## config.mk

```make
export PLATFORM = sky130hd
export DESIGN_NAME = lph_hash
export DESIGN_NICKNAME = d
export VERILOG_FILES = /design/src/rtl/lph_pkg.sv /design/src/rtl/lph_hash.sv
export SDC_FILE = /design/constraint.sdc
export NUM_CORES = 1
export LEC_CHECK = 0
export BUFFER_PORTS_ARGS = -buffer_cell sky130_fd_sc_hd__buf_2
export CORE_MARGIN = 4
export CORE_UTILIZATION = 50
export DETAILED_ROUTE_END_ITERATION = 8
export GPL_TIMING_DRIVEN = 0
export PLACE_DENSITY = 0.82
export SLEW_MARGIN = 40
export SYNTH_ARGS = -nofsm -noshare
export SYNTH_HDL_FRONTEND = slang
export SYNTH_SLANG_ARGS = --single-unit
```

## constraint.sdc

```tcl
create_clock -name clk -period 3 [get_ports clk]
set_clock_uncertainty 0.1 [all_clocks]
set_input_delay 0.3 -clock clk [delete_from_list [all_inputs] [get_ports clk]]
set_output_delay 0.3 -clock clk [all_outputs]
set_load 0.02 [all_outputs]
```

## src/rtl/lph_pkg.sv

```systemverilog
// Shared command codes, status codes, field widths and hash constants.
package lph_pkg;

    localparam int CMD_W    = 2;
    localparam int STATUS_W = 3;
    localparam int KEY_IN_W = 64;
    localparam int VALUE_W  = 32;

    localparam logic [CMD_W-1:0] CMD_INSERT = 2'd0;
    localparam logic [CMD_W-1:0] CMD_FIND   = 2'd1;
    localparam logic [CMD_W-1:0] CMD_REMOVE = 2'd2;
    localparam logic [CMD_W-1:0] CMD_CLEAR  = 2'd3;

    localparam logic [STATUS_W-1:0] ST_NEW     = 3'd0;
    localparam logic [STATUS_W-1:0] ST_UPDATED = 3'd1;
    localparam logic [STATUS_W-1:0] ST_HIT     = 3'd2;
    localparam logic [STATUS_W-1:0] ST_MISS    = 3'd3;
    localparam logic [STATUS_W-1:0] ST_FULL    = 3'd4;

    localparam int DJB2_SEED = 5381;
    localparam int DJB2_MULT = 33;

endpackage

```

## src/rtl/lph_hash.sv

```systemverilog
// Iterative DJB2 home-slot unit: one key byte per cycle, reduced modulo the slot count.
module lph_hash #(
    parameter int SLOTS     = 1024,
    parameter int KEY_BYTES = 8
) (
    input  logic                     clk,
    input  logic                     rst_n,
    input  logic                     start,
    input  logic [8*KEY_BYTES-1:0]   key_bytes,
    output logic                     done,
    output logic [$clog2(SLOTS)-1:0] home
);

    localparam int KEY_W = 8 * KEY_BYTES;
    localparam int SW    = $clog2(SLOTS);
    localparam int XW    = SW + 6;
    localparam int IW    = $clog2(KEY_BYTES + 1);
    localparam logic [SW-1:0] HOME0 = SW'(lph_pkg::DJB2_SEED % SLOTS);

    logic              run_reg, run_next;
    logic [KEY_W-1:0]  shift_reg, shift_next;
    logic [IW-1:0]     idx_reg, idx_next;
    logic [SW-1:0]     h_reg, h_next;
    logic [7:0]        top_byte;
    logic              fin;
    logic [XW-1:0]     x;

    assign top_byte = shift_reg[KEY_W-1 -: 8];
    assign fin      = (idx_reg == IW'(KEY_BYTES)) || (top_byte == 8'd0);
    assign done     = run_reg && fin;
    assign home     = h_reg;

    // h*33 + b stays below 64*SLOTS (for SLOTS of 8 or more), so six compare-subtract steps reduce it
    always_comb
    begin
        x = XW'(h_reg) * XW'(lph_pkg::DJB2_MULT) + XW'(top_byte);
        for (int j = 5; j >= 0; j--)
        begin
            if (x >= (XW'(SLOTS) << j))
            begin
                x = x - (XW'(SLOTS) << j);
            end
        end
    end

    always_comb
    begin
        run_next   = run_reg;
        shift_next = shift_reg;
        idx_next   = idx_reg;
        h_next     = h_reg;
        if (start)
        begin
            run_next   = 1'b1;
            shift_next = key_bytes;
            idx_next   = '0;
            h_next     = HOME0;
        end
        else if (run_reg)
        begin
            if (fin)
            begin
                run_next = 1'b0;
            end
            else
            begin
                shift_next = shift_reg << 8;
                idx_next   = idx_reg + 1'b1;
                h_next     = x[SW-1:0];
            end
        end
    end

    always_ff @(posedge clk or negedge rst_n)
    begin
        if (!rst_n)
        begin
            run_reg <= 1'b0;
        end
        else
        begin
            run_reg <= run_next;
        end
    end

    always_ff @(posedge clk)
    begin
        shift_reg <= shift_next;
        idx_reg   <= idx_next;
        h_reg     <= h_next;
    end

endmodule
```

==> flow_metrics.py, run 1 <==
metrics = {
    "run_status": {
        "run_status": "finished clean",
    },
    "pwr": {
        "p_per_area_mw_per_mm2": 761,
        "combPwrFrac_pct": 38.7,
        "intPower_mw": 2.32,
        "pwr-share-seq_pct": 41.1,
        "total_power_mw": 3.52,
        "clkPwrFrac_pct": 20.3,
        "p_sw_share_pct": 34.0,
        "p_leak_nw": 1.96,
        "p_switching_mw": 1.20,
        "peakVddDrop_mv": 0.382,
    },
    "grt": {
        "grt_max_degree": 37,
        "antenna_found_initial": 1,
        "grt_usage_pct": 17.6,
        "grt_pass1_vias": 2638,
        "grt_overflow_total": 0,
        "grt_pass1_wl_mm": 12.1,
    },
    "clock_network": {
        "cts_root_buffer": "clkbuf_8",
        "cts_tree": "built",
        "htreeDepth": 3,
        "clkLatencyLatePin_ns": 0.34,
        "cts_setup_buffers": 0,
        "clk_pin_slew_ns": 0.09,
        "cts_buffers": 9,
        "clock-sinks": 79,
        "clock_path_buffers": 2,
    },
    "logic_synthesis": {
        "synth.area.mux_share_pct": 16.2,
        "syn_area_per_cell_sq_um": 14.5,
        "ys_seq_area_share_pct": 57.1,
        "yosys.area.top_type": "edfxtp_1",
        "yosys.area_share.adder_pct": 9.05,
        "synth_simple_gate_area_share_pct": 6.58,
        "synth.distinct_cells": 37,
        "synth_area_leaders": "edfxtp_1 (49%), mux2_2 (16%), ha_1 (8.0%), dfxtp_1 (7.2%), a21oi_1 (1.4%)",
        "synth_xor_xnor_area_share_pct": 1.48,
        "synth_nets": 363,
        "yosysWarnings": 0,
        "ys_seq_elements": 79,
        "synthCells": 269,
        "synth_compound_area_share_pct": 7.76,
        "syn-cell-area_sq_mm": 0.00390,
        "synth_top_family_by_area": "multiplexers",
        "synth_top_area_share_pct": 49.3,
    },
    "setup_path": {
        "cp.arrival_ns": 2.96,
        "crit_required_ns": 3.14,
        "crit_type": "flop to flop",
        "path_max_fanout": 3,
        "cp-end-kind": "flop",
        "start_kind": "flop",
    },
    "timing": {
        "hold_violations": 0,
        "worst_slack_ns": 0.185,
        "fin_tns_setup_ns": 0,
        "finalSetupViolations": 0,
        "slew_violations": 0,
        "rsz0062_at_grt": "false",
        "fin_crit_ns": 2.81,
        "fin_crit_sh_pct": 93.8,
        "worst_pin_slew_ns": 0.793,
        "max_freq_mhz": 355,
        "slew_headroom_pct": 47.0,
    },
    "run": {
        "maxCapViolations": 0,
    },
    "routing": {
        "vias": 2505,
        "wl_per_cell_um": 16.4,
        "ant_nets": 0,
        "drt_first_pass_iters": 4,
        "drtIter0Drc": 114,
        "drc": 0,
        "viasPerCell": 5.41,
        "routed_wl_mm": 7.59,
    },
    "min_path": {
        "hold_class": "input port to flop",
    },
    "placement": {
        "dp.cells": 446,
        "gp_congestion": 0.919,
        "pre_cts_slack_ns": 0.251,
        "port_buffers": 77,
        "dpl.hpwl_mm": 5.73,
    },
    "floorplan": {
        "core_sq_mm": 0.00741,
        "die_area_sq_mm": 0.00928,
        "initial_core_util_pct": 52.6,
        "die_y_um": 96.3,
        "ios": 78,
        "rows": 31,
        "die_w_um": 96.3,
    },
    "layout": {
        "area_delta_synth_final_pct": 18.6,
        "instances_no_fill": 463,
        "nNetsFinal": 453,
        "largest_reg_flops": 64,
        "layout-drive-gt1-share_pct": 43.7,
        "final_common_cell": "buf_2",
        "antenna_cells": 0,
        "layout_common_cells": "buf_2 (81), edfxtp_1 (64), mux2_2 (56)",
        "final_core_utilization_pct": 62.4,
    },
}
## Yosys cell counts
library cell	number
a2111o_1	3
nor2_1	5
nand3_1	2
ha_1	25
a211o_1	4
o2111ai_1	1
buf_6	1
edfxtp_1	64
and3b_1	1
a221o_1	1
a211oi_1	4
dfrtp_1	1
nor4_2	2
a21o_1	3
a2111oi_0	2
and4b_1	1
o21a_1	2
o211ai_1	4
a21oi_1	11
a211oi_2	1
or3_1	5
buf_1	2
xnor3_1	1
inv_1	5
fa_1	2
o21bai_1	1
buf_2	4
nor2b_1	1
xnor2_1	4
o21ai_0	5
nand2b_1	4
mux2_2	56
and2_1	8
nand2_1	11
clkbuf_1	4
dfxtp_1	14
nand3b_1	4
## kinds of logic after synthesis
kind of cell               after synthesis
AOI/OAI and AO/OA                       42
and+or+nand+nor                         44
buffers and inverters                   16
adders and majority gates               27
DFF                                     79
muxes                                   56
xor gates and xnor gates                 5
## routing by layer
| layer | vias up | wire length [um] | GRT usage [%] |
|---|---|---|---|
| met5 | - | 12 | 0 |
| met4 | 2 | 148 | 7.13 |
| met2 | 76 | 3890 | 28.6 |
| met1 | 1196 | 2930 | 20.8 |
| li1 | 1217 | - | - |
| met3 | 14 | 618 | 6.96 |
## metrics by stage
stage	cell area (sq um)	hold WS, ns
floorplan	3900	-0.0956
global placement	4410	-0.0238
detailed placement	4440	-0.0237
CTS	4630	0.106
global route	4630	0.119
finish	4630	0.130
## path summary, 6_finish.rpt
| check | slack [ns] | cells past startpoint | end | startpoint |
|---|---|---|---|---|
| max | 0.19 | 7 | home[9] | shift_reg[57] |
| min | 0.13 | 2 | shift_reg[5] | key_bytes[5] |
| max reg2reg | 0.19 | 7 | home[9] | shift_reg[57] |
| min reg2reg | 0.40 | 2 | idx_reg[3] | idx_reg[3] |
| max in group asynchronous | 2.56 | 2 | run_reg | rst_n |
| min in group asynchronous | 0.15 | 2 | run_reg | rst_n |
## critical path, cell delays in order, from the launching register on
cell and delay (ns):
edfxtp_1 0.43, ha_1 0.30, ha_1 0.24, fa_1 0.44
a211oi_1 0.47, o211ai_1 0.19, and4b_1 0.22, a221o_1 0.33
## final cells by class
| type | count | area, sq um |
|---|---|---|
| fillers | 589 | 2780 |
| flip-flops and latches | 79 | 2230 |
| multi-input cells | 174 | 1610 |
| repair buffers | 79 | 415 |
| clock buffers | 9 | 124 |
| well taps | 99 | 124 |
| clock inverters | 7 | 55.1 |
| plain buffers | 11 | 53.8 |
| inverters | 5 | 18.8 |
## timing repair
action	4_1_cts	5_1_grt
hold buffers	1	0
gates resized for setup	0	0
hold endpoints to repair	1	0
## power groups by stage
stage	Combinational [mW]	Clock [mW]	Sequential, mW
6_report	1.36	0.713	1.45
5_1_grt	1.50	0.783	1.46
4_1_cts	1.36	0.739	1.45
3_5_place_dp	1.35	0	1.47
3_3_place_gp	1.29	0	1.46
2_1_floorplan	0.969	0	1.51
Note: power is estimated with default switching activity, not from simulation.
==> run 2: changes to the inputs <==
--- a/config.mk
+++ b/config.mk
@@ -6,7 +6,6 @@
 export NUM_CORES = 1
 export LEC_CHECK = 0
 export BUFFER_PORTS_ARGS = -buffer_cell sky130_fd_sc_hd__buf_2
-export CORE_MARGIN = 4
 export CORE_UTILIZATION = 50
 export DETAILED_ROUTE_END_ITERATION = 8
 export GPL_TIMING_DRIVEN = 0
==> flow_metrics.py, run 2 (synthesis gave the netlist of run 1 again) <==
metrics = {
    "clock_network": {
        "cts_setup_buffers": 0,
        "cts_resized": 0,
        "cts_tree": "built",
        "clkLatencyLatePin_ns": 0.35,
        "clk_pin_slew_ns": 0.09,
        "clock-sinks": 79,
        "clock_path_buffers": 2,
        "cts_buffers": 9,
        "htreeDepth": 3,
        "cts_root_buffer": "clkbuf_8",
    },
    "routing": {
        "viasPerCell": 5.40,
        "ant_nets": 0,
        "drtIter0Drc": 168,
        "drt_first_pass_iters": 4,
        "wl_per_cell_um": 16.1,
        "routed_wl_mm": 7.49,
        "vias": 2507,
        "drc": 0,
    },
    "layout": {
        "largest_reg_flops": 64,
        "seqCellArea_sq_mm": 0.00223,
        "area_delta_synth_final_pct": 18.5,
        "layout-drive-gt1-share_pct": 43.4,
        "final_common_cell": "buf_2",
        "fillerInstances": 604,
        "layout_common_cells": "buf_2 (81), edfxtp_1 (64), mux2_2 (56)",
        "instances_no_fill": 464,
        "nNetsFinal": 453,
        "multi_input_area_sq_mm": 0.00161,
    },
    "grt": {
        "grt_use_met2_pct": 33.1,
        "met1_usage_pct": 22.3,
        "grt_pass1_vias": 2560,
        "antenna_found_initial": 0,
        "grt_max_degree": 35,
        "grt_pass1_wl_mm": 12.0,
        "grt_usage_pct": 19.4,
        "gr-usage-met3_pct": 7.91,
        "grt_overflow_total": 0,
        "busiest_layer": "met2",
    },
    "setup_path": {
        "cp.arrival_ns": 3.01,
        "crit_type": "flop to flop",
        "start_kind": "flop",
        "crit_required_ns": 3.14,
        "path_max_fanout": 3,
        "cp-end-kind": "flop",
    },
    "pwr": {
        "total_power_mw": 3.51,
        "p_per_area_mw_per_mm2": 759,
        "peakVddDrop_mv": 0.368,
        "p_leak_nw": 1.96,
    },
    "timing": {
        "slew_headroom_pct": 45.6,
        "hold_violations": 0,
        "fin_crit_sh_pct": 95.6,
        "fin_crit_ns": 2.87,
        "finalSetupViolations": 0,
        "rsz0062_at_grt": "false",
        "worst_pin_slew_ns": 0.815,
        "max_freq_mhz": 349,
        "fin_tns_setup_ns": 0,
        "worst_slack_ns": 0.133,
        "slew_violations": 0,
    },
    "floorplan": {
        "die_area_sq_mm": 0.00816,
        "die_y_um": 90.3,
        "die_w_um": 90.3,
        "rows": 31,
        "core_sq_mm": 0.00741,
        "ios": 78,
        "initial_core_util_pct": 52.6,
    },
    "run_status": {
        "run_status": "finished clean",
    },
    "placement": {
        "port_buffers": 77,
        "gp_congestion": 0.873,
        "pre_cts_slack_ns": 0.187,
        "dp.cells": 446,
        "dpl.hpwl_mm": 5.60,
    },
    "run": {
        "maxCapViolations": 0,
    },
    "min_path": {
        "hold_class": "input port to flop",
    },
}
==> run 2: cell types whose count changed in the layout (fill, tap and decap cells not counted) <==
cell and delta:
inv_8 -1, clkinv_1 +1, diode_2 +1
==> run 2: path summary, 6_finish.rpt <==
check                           slack (ns)           from  cells after the start            to
worst max-delay path                  0.13  shift_reg[57]                      7       home[9]
worst min-delay path                  0.13   key_bytes[6]                      2  shift_reg[6]
worst max register to register        0.13  shift_reg[57]                      7       home[9]
worst min register to register        0.39        home[5]                      2       home[5]
max in group asynchronous             2.58          rst_n                      2       run_reg
min in group asynchronous             0.14          rst_n                      2       run_reg
==> run 2: area by class of cell <==
cell class | count | share of cell area, %
diodes | 1 | 0.0542
plain buffers | 11 | 1.16
clock buffers | 9 | 2.68
clock inverters | 7 | 1.03
inverters | 5 | 0.406
multi-input cells | 174 | 34.8
flip-flops and latches | 79 | 48.2
well taps | 99 | 2.68
repair buffers | 79 | 8.99
==> run 2: power by group <==
group	internal [mW]	total [mW]	switching (mW)
registers	1.35	1.45	0.0927
clock network	0.302	0.700	0.399
logic	0.660	1.36	0.698
==> run 2: timing repair <==
| action | 4_1_cts | 5_1_grt |
|---|---|---|
| hold buffers | 1 | 0 |
| endpoints found under the hold margin | 1 | 0 |
| setup endpoints to repair | 0 | 0 |
==> run 2: critical path, cell delays in order (launching register included) <==
cell	delay, ns
edfxtp_1	0.42
ha_1	0.31
ha_1	0.25
fa_1	0.43
a211oi_1	0.49
o211ai_1	0.20
and4b_1	0.22
a221o_1	0.34
==> run 2: routing by layer <==
metal  vias up  share of wire, %
met5         -                 0
met4         0               1.2
met3         9               7.3
met2        83                51
met1      1197                40
li1       1218                 -
==> run 2: metrics by stage <==
step                      instance area (sq um)  hold WS (ns)  utilization, %
after global routing                       4620         0.106            62.3
after global placement                     4410       -0.0218            59.6
after detailed placement                   4440       -0.0213            59.9
final                                      4620         0.127            62.4
after floorplan                            3900       -0.0956               -
after CTS                                  4620         0.111            62.3
